File: config.mk
export PLATFORM = sky130hd
export DESIGN_NAME = isolated_pixel_despeckle_glyph_map
export DESIGN_NICKNAME = d
export VERILOG_FILES = /design/src/idpg_pkg.sv /design/src/idpg_queue.sv /design/src/idpg_front.sv /design/src/idpg_back.sv /design/src/isolated_pixel_despeckle_glyph_map.sv
export VERILOG_INCLUDE_DIRS = /design/src /design/src/src
export SDC_FILE = /design/constraint.sdc
export NUM_CORES = 2
export LEC_CHECK = 0
export CAP_MARGIN = 20
export CELL_PAD_IN_SITES_DETAIL_PLACEMENT = 0
export CELL_PAD_IN_SITES_GLOBAL_PLACEMENT = 2
export CORE_MARGIN = 8
export CORE_UTILIZATION = 43
export DETAILED_ROUTE_END_ITERATION = 10
export DONT_BUFFER_PORTS = 1
export PLACE_DENSITY_LB_ADDON = 0.1
export SYNTH_ARGS = -nofsm -noshare
export SYNTH_HDL_FRONTEND = slang
export SYNTH_SLANG_ARGS = --single-unit
File: constraint.sdc
create_clock -name aclk -period 10.5 [get_ports aclk]
set_input_delay 0.525 -clock aclk [delete_from_list [all_inputs] [get_ports aclk]]
set_output_delay 0.525 -clock aclk [all_outputs]
set_load 0.01 [all_outputs]
File: src/isolated_pixel_despeckle_glyph_map_macros.svh
// assertion macros shared by the despeckle block
`ifndef ISOLATED_PIXEL_DESPECKLE_GLYPH_MAP_MACROS_SVH
`define ISOLATED_PIXEL_DESPECKLE_GLYPH_MAP_MACROS_SVH

`ifndef NO_ASSERTIONS

// condition implies consequence in the same cycle
`define IDPG_ASSERT_IMPLIES(lbl, clk, rstn, ante, cons) \
    lbl: assert property (@(posedge clk) disable iff (!(rstn)) (ante) |-> (cons)) \
        else $error("assertion failed");

// condition implies consequence in the next cycle
`define IDPG_ASSERT_NEXT(lbl, clk, rstn, ante, cons) \
    lbl: assert property (@(posedge clk) disable iff (!(rstn)) (ante) |=> (cons)) \
        else $error("assertion failed");

`else

`define IDPG_ASSERT_IMPLIES(lbl, clk, rstn, ante, cons)
`define IDPG_ASSERT_NEXT(lbl, clk, rstn, ante, cons)

`endif

`endif

File: src/idpg_pkg.sv
`default_nettype none

package idpg_pkg;

    localparam int LEVEL_W    = 4;
    localparam int GLYPH_W    = 7;
    localparam int ROW_W      = 12;
    localparam int COLS_CFG_W = 7;
    localparam int SLOT_W     = 2;
    localparam int SUM_W      = 6;
    localparam int QUEUE_DEPTH = 4;

    localparam logic [ROW_W-1:0]      ROWS_RESET = 12'd20;
    localparam logic [COLS_CFG_W-1:0] COLS_RESET = 7'd30;
    localparam logic [LEVEL_W-1:0]    LEVEL_MAX  = 4'd9;
    localparam logic [LEVEL_W-1:0]    NEAR_LIMIT = 4'd1;

    // register index codes (byte address bit 2)
    localparam logic REG_ROWS = 1'b0;
    localparam logic REG_COLS = 1'b1;

    // per-item job flags handed from front to back
    typedef struct packed {
        logic has_a;     // emit pixel one row up
        logic has_b;     // last row: emit pixel to the left
        logic has_c;     // last row, last column: emit this pixel
        logic prev_row;  // a row above exists
        logic up2;       // two rows above exist
        logic right_ok;  // column to the right exists
        logic left1;     // one column to the left exists
        logic left2;     // two columns to the left exist
        logic row_end;   // this column closes the row
    } job_flags_t;

    function automatic logic [SLOT_W-1:0] next_slot(input logic [SLOT_W-1:0] s);
        return (s == 2'd2) ? 2'd0 : s + 2'd1;
    endfunction

    function automatic logic [SLOT_W-1:0] prev_slot(input logic [SLOT_W-1:0] s);
        return (s == 2'd0) ? 2'd2 : s - 2'd1;
    endfunction

    // ten-level character ramp " .':~*=?%#"
    function automatic logic [GLYPH_W-1:0] ramp_glyph(input logic [LEVEL_W-1:0] lvl);
        logic [GLYPH_W-1:0] g;
        case (lvl)
            4'd0:    g = 7'd32;
            4'd1:    g = 7'd46;
            4'd2:    g = 7'd39;
            4'd3:    g = 7'd58;
            4'd4:    g = 7'd126;
            4'd5:    g = 7'd42;
            4'd6:    g = 7'd61;
            4'd7:    g = 7'd63;
            4'd8:    g = 7'd37;
            default: g = 7'd35;
        endcase
        return g;
    endfunction

    function automatic logic near(input logic [LEVEL_W-1:0] a, input logic [LEVEL_W-1:0] b);
        logic [LEVEL_W-1:0] d;
        d = (a > b) ? a - b : b - a;
        return d <= NEAR_LIMIT;
    endfunction

    // impulse test and rounded neighbor mean, then glyph lookup
    function automatic logic [GLYPH_W-1:0] filter_glyph(
        input logic [LEVEL_W-1:0] v,
        input logic [LEVEL_W-1:0] up,  input logic up_ok,
        input logic [LEVEL_W-1:0] rt,  input logic rt_ok,
        input logic [LEVEL_W-1:0] dn,  input logic dn_ok,
        input logic [LEVEL_W-1:0] lf,  input logic lf_ok
    );
        logic [SUM_W-1:0]   sum;
        logic [2:0]         cnt;
        logic               close;
        logic [SUM_W:0]     dbl;
        logic [SUM_W+10:0]  prod;
        logic [SUM_W-1:0]   mean;
        logic [LEVEL_W-1:0] lvl;
        sum   = '0;
        cnt   = '0;
        close = 1'b0;
        dbl   = '0;
        prod  = '0;
        if (up_ok) begin
            sum = sum + SUM_W'(up); cnt = cnt + 3'd1; close = close | near(v, up);
        end
        if (rt_ok) begin
            sum = sum + SUM_W'(rt); cnt = cnt + 3'd1; close = close | near(v, rt);
        end
        if (dn_ok) begin
            sum = sum + SUM_W'(dn); cnt = cnt + 3'd1; close = close | near(v, dn);
        end
        if (lf_ok) begin
            sum = sum + SUM_W'(lf); cnt = cnt + 3'd1; close = close | near(v, lf);
        end
        // (2*sum + n) / (2*n); divide by six through 171/1024
        case (cnt)
            3'd1: mean = sum;
            3'd2: mean = SUM_W'((SUM_W+1)'(sum) + 7'd1 >> 1);
            3'd3: begin
                dbl  = {sum, 1'b0} + 7'd3;
                prod = (SUM_W+11)'(dbl) * 17'd171;
                mean = SUM_W'(prod >> 10);
            end
            3'd4: mean = SUM_W'((SUM_W+1)'(sum) + 7'd2 >> 2);
            default: mean = SUM_W'(v);
        endcase
        if (cnt == 3'd0 || close) begin
            lvl = v;
        end else if (mean > SUM_W'(LEVEL_MAX)) begin
            lvl = LEVEL_MAX;
        end else begin
            lvl = LEVEL_W'(mean);
        end
        if (lvl > LEVEL_MAX) begin
            lvl = LEVEL_MAX;
        end
        return ramp_glyph(lvl);
    endfunction

endpackage

`default_nettype wire

File: src/idpg_queue.sv
`default_nettype none
`include "isolated_pixel_despeckle_glyph_map_macros.svh"

module idpg_queue #(
    parameter int DATA_W = 8,
    parameter int DEPTH  = 4
) (
    input  wire logic              aclk,
    input  wire logic              aresetn,
    input  wire logic              push,
    input  wire logic [DATA_W-1:0] push_data,
    output logic                   full,
    input  wire logic              pop,
    output logic [DATA_W-1:0]      head_data,
    output logic                   not_empty
);

    localparam int PTR_W = (DEPTH > 1) ? $clog2(DEPTH) : 1;
    localparam int CNT_W = $clog2(DEPTH + 1);

    logic [DATA_W-1:0] slot_reg [DEPTH];
    logic [PTR_W-1:0]  wr_ptr_reg, wr_ptr_next;
    logic [PTR_W-1:0]  rd_ptr_reg, rd_ptr_next;
    logic [CNT_W-1:0]  cnt_reg, cnt_next;

    assign full      = (cnt_reg == CNT_W'(DEPTH));
    assign not_empty = (cnt_reg != '0);
    assign head_data = slot_reg[rd_ptr_reg];

    // pointer and count update
    always_comb begin
        wr_ptr_next = wr_ptr_reg;
        rd_ptr_next = rd_ptr_reg;
        cnt_next    = cnt_reg;
        if (push) begin
            wr_ptr_next = (wr_ptr_reg == PTR_W'(DEPTH - 1)) ? '0 : wr_ptr_reg + PTR_W'(1);
        end
        if (pop) begin
            rd_ptr_next = (rd_ptr_reg == PTR_W'(DEPTH - 1)) ? '0 : rd_ptr_reg + PTR_W'(1);
        end
        if (push && !pop) begin
            cnt_next = cnt_reg + CNT_W'(1);
        end else if (pop && !push) begin
            cnt_next = cnt_reg - CNT_W'(1);
        end
    end

    always_ff @(posedge aclk) begin
        if (!aresetn) begin
            wr_ptr_reg <= '0;
            rd_ptr_reg <= '0;
            cnt_reg    <= '0;
        end else begin
            wr_ptr_reg <= wr_ptr_next;
            rd_ptr_reg <= rd_ptr_next;
            cnt_reg    <= cnt_next;
        end
    end

    // entry storage
    always_ff @(posedge aclk) begin
        if (push) begin
            slot_reg[wr_ptr_reg] <= push_data;
        end
    end

    `IDPG_ASSERT_IMPLIES(a_no_overflow, aclk, aresetn, push, !full)
    `IDPG_ASSERT_IMPLIES(a_no_underflow, aclk, aresetn, pop, not_empty)

endmodule

`default_nettype wire

File: src/idpg_front.sv
`default_nettype none

module idpg_front #(
    parameter int MAX_COLUMNS = 64,
    parameter int COL_W       = 6
) (
    input  wire logic                                aclk,
    input  wire logic                                aresetn,
    input  wire logic                                s_valid,
    output logic                                     s_ready,
    input  wire logic [idpg_pkg::LEVEL_W-1:0]        s_pixel_level,
    input  wire logic [idpg_pkg::ROW_W-1:0]          rows_cfg,
    input  wire logic [idpg_pkg::COLS_CFG_W-1:0]     cols_cfg,
    input  wire logic                                q_full,
    output logic                                     push,
    output logic [idpg_pkg::LEVEL_W-1:0]             job_level,
    output logic [COL_W-1:0]                         job_col,
    output logic [idpg_pkg::SLOT_W-1:0]              job_slot,
    output idpg_pkg::job_flags_t                     job_flags
);
    import idpg_pkg::*;

    localparam int CNT_W = COL_W + 1;

    logic [COL_W-1:0]  col_cnt_reg, col_cnt_next;
    logic [ROW_W-1:0]  row_cnt_reg, row_cnt_next;
    logic [SLOT_W-1:0] slot_reg, slot_next;

    logic [ROW_W-1:0]  rows_eff;
    logic [31:0]       cols_wide;
    logic [CNT_W-1:0]  cols_eff;
    logic              wrap_pre;
    logic [ROW_W-1:0]  row_a;
    logic [SLOT_W-1:0] slot_a;
    logic [ROW_W-1:0]  r;
    logic [SLOT_W-1:0] s;
    logic [COL_W-1:0]  c;
    logic [CNT_W-1:0]  c_plus;
    logic [ROW_W:0]    r_plus;
    logic              last_row;
    logic              row_done;

    assign s_ready = !q_full;
    assign push    = s_valid && !q_full;

    // effective frame size: zero means one, columns capped at the line store
    always_comb begin
        rows_eff  = (rows_cfg == '0) ? ROW_W'(1) : rows_cfg;
        cols_wide = {{(32-COLS_CFG_W){1'b0}}, cols_cfg};
        if (cols_wide == 32'd0) begin
            cols_wide = 32'd1;
        end else if (cols_wide > 32'(MAX_COLUMNS)) begin
            cols_wide = 32'(MAX_COLUMNS);
        end
        cols_eff = CNT_W'(cols_wide);
    end

    // position of this item, wrapping counters left beyond a shrunk size
    always_comb begin
        wrap_pre = {1'b0, col_cnt_reg} >= cols_eff;
        c        = wrap_pre ? '0 : col_cnt_reg;
        row_a    = wrap_pre ? row_cnt_reg + ROW_W'(1) : row_cnt_reg;
        slot_a   = wrap_pre ? next_slot(slot_reg) : slot_reg;
        if (row_a >= rows_eff) begin
            r = '0;
            s = '0;
        end else begin
            r = row_a;
            s = slot_a;
        end
        c_plus   = {1'b0, c} + CNT_W'(1);
        r_plus   = {1'b0, r} + (ROW_W+1)'(1);
        last_row = (r_plus == {1'b0, rows_eff});
        row_done = (c_plus >= cols_eff);
    end

    // classify the item
    always_comb begin
        job_level          = (s_pixel_level > LEVEL_MAX) ? LEVEL_MAX : s_pixel_level;
        job_col            = c;
        job_slot           = s;
        job_flags.has_a    = (r != '0);
        job_flags.has_b    = last_row && (c != '0);
        job_flags.has_c    = last_row && row_done;
        job_flags.prev_row = (r != '0);
        job_flags.up2      = (r > ROW_W'(1));
        job_flags.right_ok = !row_done;
        job_flags.left1    = (c != '0);
        job_flags.left2    = (c > COL_W'(1));
        job_flags.row_end  = row_done;
    end

    // counters after the item
    always_comb begin
        col_cnt_next = col_cnt_reg;
        row_cnt_next = row_cnt_reg;
        slot_next    = slot_reg;
        if (push) begin
            if (row_done) begin
                col_cnt_next = '0;
                if (r_plus >= {1'b0, rows_eff}) begin
                    row_cnt_next = '0;
                    slot_next    = '0;
                end else begin
                    row_cnt_next = ROW_W'(r_plus);
                    slot_next    = next_slot(s);
                end
            end else begin
                col_cnt_next = COL_W'(c_plus);
                row_cnt_next = r;
                slot_next    = s;
            end
        end
    end

    always_ff @(posedge aclk) begin
        if (!aresetn) begin
            col_cnt_reg <= '0;
            row_cnt_reg <= '0;
            slot_reg    <= '0;
        end else begin
            col_cnt_reg <= col_cnt_next;
            row_cnt_reg <= row_cnt_next;
            slot_reg    <= slot_next;
        end
    end

endmodule

`default_nettype wire

File: src/idpg_back.sv
`default_nettype none
`include "isolated_pixel_despeckle_glyph_map_macros.svh"

module idpg_back #(
    parameter int MAX_COLUMNS = 64,
    parameter int COL_W       = 6
) (
    input  wire logic                          aclk,
    input  wire logic                          aresetn,
    input  wire logic                          q_valid,
    output logic                               q_pop,
    input  wire logic [idpg_pkg::LEVEL_W-1:0]  q_level,
    input  wire logic [COL_W-1:0]              q_col,
    input  wire logic [idpg_pkg::SLOT_W-1:0]   q_slot,
    input  wire idpg_pkg::job_flags_t          q_flags,
    output logic                               m_valid,
    input  wire logic                          m_ready,
    output logic [idpg_pkg::GLYPH_W-1:0]       m_glyph,
    output logic                               m_row_end,
    output logic                               m_frame_end,
    output logic                               m_run_last
);
    import idpg_pkg::*;

    localparam int DEPTH  = 3 * MAX_COLUMNS;
    localparam int ADDR_W = $clog2(DEPTH);

    localparam logic [2:0] ST_IDLE = 3'd0;
    localparam logic [2:0] ST_RD0  = 3'd1;
    localparam logic [2:0] ST_RD1  = 3'd2;
    localparam logic [2:0] ST_RD2  = 3'd3;
    localparam logic [2:0] ST_RD3  = 3'd4;
    localparam logic [2:0] ST_EMIT = 3'd5;

    localparam int P_A = 0;
    localparam int P_B = 1;
    localparam int P_C = 2;

    logic [LEVEL_W-1:0] mem [DEPTH];

    logic [2:0]         state_reg, state_next;
    logic [2:0]         pend_reg, pend_next;
    job_flags_t         flags_reg;
    logic [LEVEL_W-1:0] level_reg;
    logic [COL_W-1:0]   col_reg;
    logic [SLOT_W-1:0]  slot_reg;
    logic [LEVEL_W-1:0] rd0_reg, rd1_reg;
    logic [LEVEL_W-1:0] up_a_reg, ctr_a_reg, right_a_reg, left_a_reg;
    logic [LEVEL_W-1:0] ctr_b_reg, left_b_reg;
    logic               m_valid_reg;
    logic [GLYPH_W-1:0] m_glyph_reg;
    logic               m_row_end_reg, m_frame_end_reg, m_run_last_reg;

    logic [SLOT_W-1:0]  s1, s2;
    logic [ADDR_W-1:0]  waddr, raddr0, raddr1;
    logic               mem_we;
    logic [2:0]         sel;
    logic               out_free, out_load;
    logic [GLYPH_W-1:0] out_glyph;
    logic               out_row_end, out_frame_end, out_run_last;

    // line store address: slot times row length plus column
    function automatic logic [ADDR_W-1:0] store_addr(input logic [SLOT_W-1:0] sl,
                                                     input logic [COL_W-1:0] cl);
        int unsigned wide;
        wide = 32'(sl) * 32'(MAX_COLUMNS) + 32'(cl);
        return (wide >= 32'(DEPTH)) ? '0 : ADDR_W'(wide);
    endfunction

    assign m_valid     = m_valid_reg;
    assign m_glyph     = m_glyph_reg;
    assign m_row_end   = m_row_end_reg;
    assign m_frame_end = m_frame_end_reg;
    assign m_run_last  = m_run_last_reg;

    assign q_pop  = (state_reg == ST_IDLE) && q_valid;
    assign mem_we = q_pop;
    assign waddr  = store_addr(q_slot, q_col);
    assign s1     = prev_slot(slot_reg);
    assign s2     = prev_slot(s1);

    // read pairs: rows above, then row above left/right, then this row to the left
    always_comb begin
        raddr0 = '0;
        raddr1 = '0;
        case (state_reg)
            ST_RD0: begin
                raddr0 = store_addr(s2, col_reg);
                raddr1 = store_addr(s1, col_reg);
            end
            ST_RD1: begin
                raddr0 = store_addr(s1, col_reg + COL_W'(1));
                raddr1 = store_addr(s1, col_reg - COL_W'(1));
            end
            ST_RD2: begin
                raddr0 = store_addr(slot_reg, col_reg - COL_W'(1));
                raddr1 = store_addr(slot_reg, col_reg - COL_W'(2));
            end
            default: begin
                raddr0 = '0;
                raddr1 = '0;
            end
        endcase
    end

    // line store
    always_ff @(posedge aclk) begin
        if (mem_we) begin
            mem[waddr] <= q_level;
        end
        rd0_reg <= mem[raddr0];
        rd1_reg <= mem[raddr1];
    end

    // oldest pending result first
    always_comb begin
        sel[P_A] = pend_reg[P_A];
        sel[P_B] = pend_reg[P_B] && !pend_reg[P_A];
        sel[P_C] = pend_reg[P_C] && !pend_reg[P_B] && !pend_reg[P_A];
    end

    // shared filter with neighbors picked per result
    always_comb begin
        if (sel[P_A]) begin
            out_glyph     = filter_glyph(ctr_a_reg,
                                         up_a_reg, flags_reg.up2,
                                         right_a_reg, flags_reg.right_ok,
                                         level_reg, 1'b1,
                                         left_a_reg, flags_reg.left1);
            out_row_end   = flags_reg.row_end;
            out_frame_end = 1'b0;
        end else if (sel[P_B]) begin
            out_glyph     = filter_glyph(ctr_b_reg,
                                         left_a_reg, flags_reg.prev_row,
                                         level_reg, 1'b1,
                                         level_reg, 1'b0,
                                         left_b_reg, flags_reg.left2);
            out_row_end   = 1'b0;
            out_frame_end = 1'b0;
        end else begin
            out_glyph     = filter_glyph(level_reg,
                                         ctr_a_reg, flags_reg.prev_row,
                                         level_reg, 1'b0,
                                         level_reg, 1'b0,
                                         ctr_b_reg, flags_reg.left1);
            out_row_end   = 1'b1;
            out_frame_end = 1'b1;
        end
        out_run_last = ((pend_reg & ~sel) == 3'b000);
    end

    assign out_free = !m_valid_reg || m_ready;
    assign out_load = (state_reg == ST_EMIT) && out_free;

    // sequencer
    always_comb begin
        state_next = state_reg;
        pend_next  = pend_reg;
        unique case (state_reg)
            ST_IDLE: begin
                if (q_valid) begin
                    pend_next  = {q_flags.has_c, q_flags.has_b, q_flags.has_a};
                    state_next = (pend_next == 3'b000) ? ST_IDLE : ST_RD0;
                end
            end
            ST_RD0:  state_next = ST_RD1;
            ST_RD1:  state_next = ST_RD2;
            ST_RD2:  state_next = ST_RD3;
            ST_RD3:  state_next = ST_EMIT;
            ST_EMIT: begin
                if (out_load) begin
                    pend_next  = pend_reg & ~sel;
                    state_next = (pend_next == 3'b000) ? ST_IDLE : ST_EMIT;
                end
            end
            default: state_next = ST_IDLE;
        endcase
    end

    always_ff @(posedge aclk) begin
        if (!aresetn) begin
            state_reg   <= ST_IDLE;
            pend_reg    <= '0;
            m_valid_reg <= 1'b0;
        end else begin
            state_reg <= state_next;
            pend_reg  <= pend_next;
            if (out_load) begin
                m_valid_reg <= 1'b1;
            end else if (m_ready) begin
                m_valid_reg <= 1'b0;
            end
        end
    end

    // job and neighbor window
    always_ff @(posedge aclk) begin
        if (q_pop) begin
            flags_reg <= q_flags;
            level_reg <= q_level;
            col_reg   <= q_col;
            slot_reg  <= q_slot;
        end
        if (state_reg == ST_RD1) begin
            up_a_reg  <= rd0_reg;
            ctr_a_reg <= rd1_reg;
        end
        if (state_reg == ST_RD2) begin
            right_a_reg <= rd0_reg;
            left_a_reg  <= rd1_reg;
        end
        if (state_reg == ST_RD3) begin
            ctr_b_reg  <= rd0_reg;
            left_b_reg <= rd1_reg;
        end
        if (out_load) begin
            m_glyph_reg     <= out_glyph;
            m_row_end_reg   <= out_row_end;
            m_frame_end_reg <= out_frame_end;
            m_run_last_reg  <= out_run_last;
        end
    end

    `IDPG_ASSERT_IMPLIES(a_emit_pending, aclk, aresetn, state_reg == ST_EMIT, pend_reg != 3'b000)
    `IDPG_ASSERT_NEXT(a_last_to_idle, aclk, aresetn, out_load && out_run_last, state_reg == ST_IDLE)

endmodule

`default_nettype wire

File: src/isolated_pixel_despeckle_glyph_map.sv
// Four-neighbor impulse-noise filter that turns a raster stream of pixel levels
// (0..9, higher values saturate to 9) into one ASCII glyph per pixel.
// Input channel s_*: one pixel_level per item, raster order, valid/ready.
// Output channel m_*: glyph, row_end, frame_end and run_last per item; run_last
// marks the last result caused by one input. Output runs one row behind input;
// on the last row of a frame the row is also flushed as it arrives, so one
// input causes zero to three results.
// Frame size comes from two APB registers: rows_in_use at 0x0, columns_in_use
// at 0x4; write them only while the block is idle.
// Sequencing: the back-end sequencer takes one input from the queue at a time
// and writes its level into the line store. For an input that causes results
// it then does three rounds of two line-store reads before filtering, loads
// the results into the output register oldest first, and takes the next input
// only after the last of them is loaded.
// A four-entry queue between classifier and sequencer keeps input flowing
// while results drain. When the receiver stalls, the output register holds
// its item, the sequencer waits, the queue fills and s_ready drops.
// Reset (aresetn low, synchronous) clears the counters, the queue, the output
// valid and restores 20 rows by 30 columns; the line store is not cleared.
`default_nettype none

module isolated_pixel_despeckle_glyph_map #(
    parameter int MAX_COLUMNS = 64
) (
    input  wire logic                                aclk,
    input  wire logic                                aresetn,
    input  wire logic                                s_valid,
    output logic                                     s_ready,
    input  wire logic [idpg_pkg::LEVEL_W-1:0]        s_pixel_level,
    output logic                                     m_valid,
    input  wire logic                                m_ready,
    output logic [idpg_pkg::GLYPH_W-1:0]             m_glyph,
    output logic                                     m_row_end,
    output logic                                     m_frame_end,
    output logic                                     m_run_last,
    input  wire logic                                psel,
    input  wire logic                                penable,
    input  wire logic                                pwrite,
    input  wire logic [2:0]                          paddr,
    input  wire logic [31:0]                         pwdata,
    output logic [31:0]                              prdata,
    output logic                                     pready
);
    import idpg_pkg::*;

    localparam int COL_W  = (MAX_COLUMNS > 1) ? $clog2(MAX_COLUMNS) : 1;
    localparam int FLAG_W = $bits(job_flags_t);
    localparam int JOB_W  = LEVEL_W + SLOT_W + COL_W + FLAG_W;

    logic [ROW_W-1:0]      rows_reg;
    logic [COLS_CFG_W-1:0] cols_reg;
    logic                  cfg_wr;

    logic               push, q_full, q_pop, q_valid;
    logic [LEVEL_W-1:0] f_level, b_level;
    logic [COL_W-1:0]   f_col, b_col;
    logic [SLOT_W-1:0]  f_slot, b_slot;
    job_flags_t         f_flags, b_flags;
    logic [JOB_W-1:0]   push_data, head_data;

    // configuration registers
    assign pready = 1'b1;
    assign cfg_wr = psel && penable && pwrite;

    always_ff @(posedge aclk) begin
        if (!aresetn) begin
            rows_reg <= ROWS_RESET;
            cols_reg <= COLS_RESET;
        end else if (cfg_wr) begin
            if (paddr[2] == REG_ROWS) begin
                rows_reg <= pwdata[ROW_W-1:0];
            end else begin
                cols_reg <= pwdata[COLS_CFG_W-1:0];
            end
        end
    end

    // register read back
    always_comb begin
        if (paddr[2] == REG_COLS) begin
            prdata = {{(32-COLS_CFG_W){1'b0}}, cols_reg};
        end else begin
            prdata = {{(32-ROW_W){1'b0}}, rows_reg};
        end
    end

    idpg_front #(
        .MAX_COLUMNS (MAX_COLUMNS),
        .COL_W       (COL_W)
    ) u_front (
        .aclk          (aclk),
        .aresetn       (aresetn),
        .s_valid       (s_valid),
        .s_ready       (s_ready),
        .s_pixel_level (s_pixel_level),
        .rows_cfg      (rows_reg),
        .cols_cfg      (cols_reg),
        .q_full        (q_full),
        .push          (push),
        .job_level     (f_level),
        .job_col       (f_col),
        .job_slot      (f_slot),
        .job_flags     (f_flags)
    );

    assign push_data = {f_level, f_slot, f_col, f_flags};

    idpg_queue #(
        .DATA_W (JOB_W),
        .DEPTH  (QUEUE_DEPTH)
    ) u_queue (
        .aclk      (aclk),
        .aresetn   (aresetn),
        .push      (push),
        .push_data (push_data),
        .full      (q_full),
        .pop       (q_pop),
        .head_data (head_data),
        .not_empty (q_valid)
    );

    assign {b_level, b_slot, b_col, b_flags} = head_data;

    idpg_back #(
        .MAX_COLUMNS (MAX_COLUMNS),
        .COL_W       (COL_W)
    ) u_back (
        .aclk        (aclk),
        .aresetn     (aresetn),
        .q_valid     (q_valid),
        .q_pop       (q_pop),
        .q_level     (b_level),
        .q_col       (b_col),
        .q_slot      (b_slot),
        .q_flags     (b_flags),
        .m_valid     (m_valid),
        .m_ready     (m_ready),
        .m_glyph     (m_glyph),
        .m_row_end   (m_row_end),
        .m_frame_end (m_frame_end),
        .m_run_last  (m_run_last)
    );

endmodule

`default_nettype wire
==> results.cfg <==
[drt]
maxUsedRoutingLayer = met5
vias_per_cell = 6.15
drtPass1Iterations = 8
vias = 46157
drt.antenna.violating_nets = 0
avgRoutedWirePerCell_um = 26.9
drc = 0
met2_wirelength_um = 90900
wirelength_um = 202000
initialDrtViolationCount = 5314
wl_met3_um = 15600
wl_met1_um = 88000

[sta]
setup_viol = 0
whs_ns = 0.0683
relSlewSlack = 0.160
min_period_ns = 9.74
clock_skew_ns = 0.0553
fmax_ghz = 0.103
drv_slew = 0
hold_viol = 0
tightest_slew_ns = 1.24
fin_crit_sh = 0.927

[worst_setup_path]
cpMostUsedCell = ha_1
r2r-start = u_back.flags_reg[4]
path_class = reg -> reg
crit_start = u_back.flags_reg[4]
path_max_fanout = 7
slowest_stage = nor2_1
crit_path_end_kind = flip-flop
max_stage_delay_ns = 0.49
cp.required_ns = 10.95
worstPathArrival_ns = 10.19
ff2ff_path_depth = 37
start_kind = flip-flop

[cells_and_area]
areaGrowthSynthToFinish_pct = 8.75
final_common_cell = nand2_1
largest_reg_flops = 768
layout_common_cells = nand2_1 (1,483), edfxtp_1 (899), nand3_1 (435), nor2_1 (339), ha_1 (278)
final_cells = 7510
drive_gt1_frac = 0.0656
post-route-cell-area_mm2 = 0.0621
final_nets = 6025

[logic_synthesis]
synth_edf_count = 899
synthMuxAreaShare = 0.0220
synth-seq-area-share = 0.495
synthCells = 5820
synthXorXnorAreaFrac = 0.0112
synth-compound-area-share = 0.133
syn_area_mm2 = 0.0571
netlist-cell-type-count = 108
synthSimpleGateAreaFrac = 0.216
synth_ff_type = edfxtp_1
avgSynthCellArea_um2 = 9.81
synth_top_family_by_area = simple AND/OR/NAND/NOR gates
synth_adder_area_share = 0.0762
synth-seq-cells = 962
yosys_warnings = 0
async_flop_share = 0

[floorplanning]
num_io_pins = 91
fp.coreArea_mm2 = 0.132
dieWidth_um = 380
initial_core_util = 0.434
fp.dieArea_mm2 = 0.145
placementRows = 133
dieHeight_um = 380

[global_routing]
grt_pass1_vias = 44594
antenna_found_initial = 8
grt_pass1_wl_um = 297000
grt_max_degree = 148
grt_overflow = 0
grt_usage = 0.267

[placement]
hpwl_um = 129000
io_buffers = 0
gp_congestion = 0.862
dp_cells = 7286
dpl_cell_area_mm2 = 0.0584

[clock_network]
htreeDepth = 3
cts.sinks = 962
cts_buffer_depth = 3
cts_tree = done
cts_made_buffers = 109
worstSkewPairLatency_ns = 0.75
cts-root-buf = clkbuf_16
clk_pin_slew_ns = 0.06

[worst_hold_path]
min_path_type = in -> reg
hold_depth = 1
hp-start = s_pixel_level[0]

[outcome]
run_status = completed

[job]
maxCapViolCount = 0
timing repair:
| action | CTS | global route |
|---|---|---|
| hold buffers | 16 | 0 |
| resized for setup | 0 | 2 |
| setup endpoints to repair | 0 | 2 |
| setup buffers | 0 | 0 |
| endpoints found under the hold margin | 44 | 0 |
kinds of logic after synthesis:
group / Yosys count
and+or+nand+nor: 2765
AOI/OAI and AO/OA: 1020
DFF: 962
buffers and inverters: 600
adders and majority gates: 322
muxes: 79
xor gates and xnor gates: 70
other: 2
through the flow:
stage	TNS, ns	util	setup slack, ns
floorplan	0	-	1.88
global placement	0	0.444	0.777
detailed placement	0	0.444	0.675
CTS	0	0.471	0.620
global route	-0.0133	0.471	-0.0133
finish	0	0.471	0.762
cells in the mapped netlist (all sizes together), types with 15 or more instances:
| library cell | n | area [um2] |
|---|---|---|
| nand2 | 1486 | 5580 |
| edfxtp | 899 | 27000 |
| nand3 | 440 | 2210 |
| nor2 | 345 | 1310 |
| ha | 278 | 3480 |
| and3 | 239 | 1500 |
| buf | 213 | 1210 |
| a311oi | 202 | 1780 |
| clkbuf | 194 | 728 |
| inv | 188 | 706 |
| a21oi | 137 | 708 |
| a31oi | 122 | 778 |
| a211oi | 104 | 791 |
| o21ai | 95 | 483 |
| dfxtp | 63 | 1260 |
| nor3 | 53 | 270 |
| a221oi | 49 | 435 |
| a21o | 47 | 353 |
| fa | 43 | 861 |
| xnor2 | 39 | 342 |
| mux4 | 36 | 811 |
| mux2i | 31 | 310 |
| nand2b | 31 | 194 |
| xor2 | 29 | 254 |
| and2 | 27 | 169 |
| a2111oi | 26 | 228 |
| nand4 | 21 | 131 |
| o211ai | 21 | 168 |
| a31o | 18 | 158 |
| nor2b | 18 | 113 |
| o22ai | 17 | 106 |
| o32ai | 16 | 140 |
| or3 | 16 | 105 |
| a22oi | 15 | 118 |
| o21a | 15 | 113 |
layout make-up:
type	instances	area, um2
Antenna cell	5	12.5
Clock buffer	133	2850
Clock inverter	70	641
Fill cell	12292	69600
Inverter	193	726
Multi-Input combinational cell	4278	26400
Sequential cell	962	28300
Tap cell	1755	2200
Timing Repair Buffer	114	971
critical path, delay by kind of cell, from the launching register on:
family | cells | cell delay (ns)
and+or+nand+nor | 9 | 2.16
adders and majority gates | 10 | 3.26
muxes | 2 | 0.43
buffers and inverters | 5 | 0.47
AOI/OAI and AO/OA | 11 | 2.70
DFF | 1 | 0.43
routing by layer:
layer,vias to the layer above,track usage
met5,-,0
met3,368,0.0429
met4,2,0.0942
li1,21068,-
met2,1904,0.421
met1,22815,0.374
final timing paths:
path | slack (ns) | endpoint
min | 0.07 | u_queue.slot_reg[2][17]
max reg2reg | 0.76 | u_back.m_glyph[1]
min reg2reg | 0.47 | rows_reg[8]
max | 0.76 | u_back.m_glyph[1]
Power is left out: the tool's default activity adds up to more than one toggle a clock period on the data nets, which glitch-free logic cannot reach.
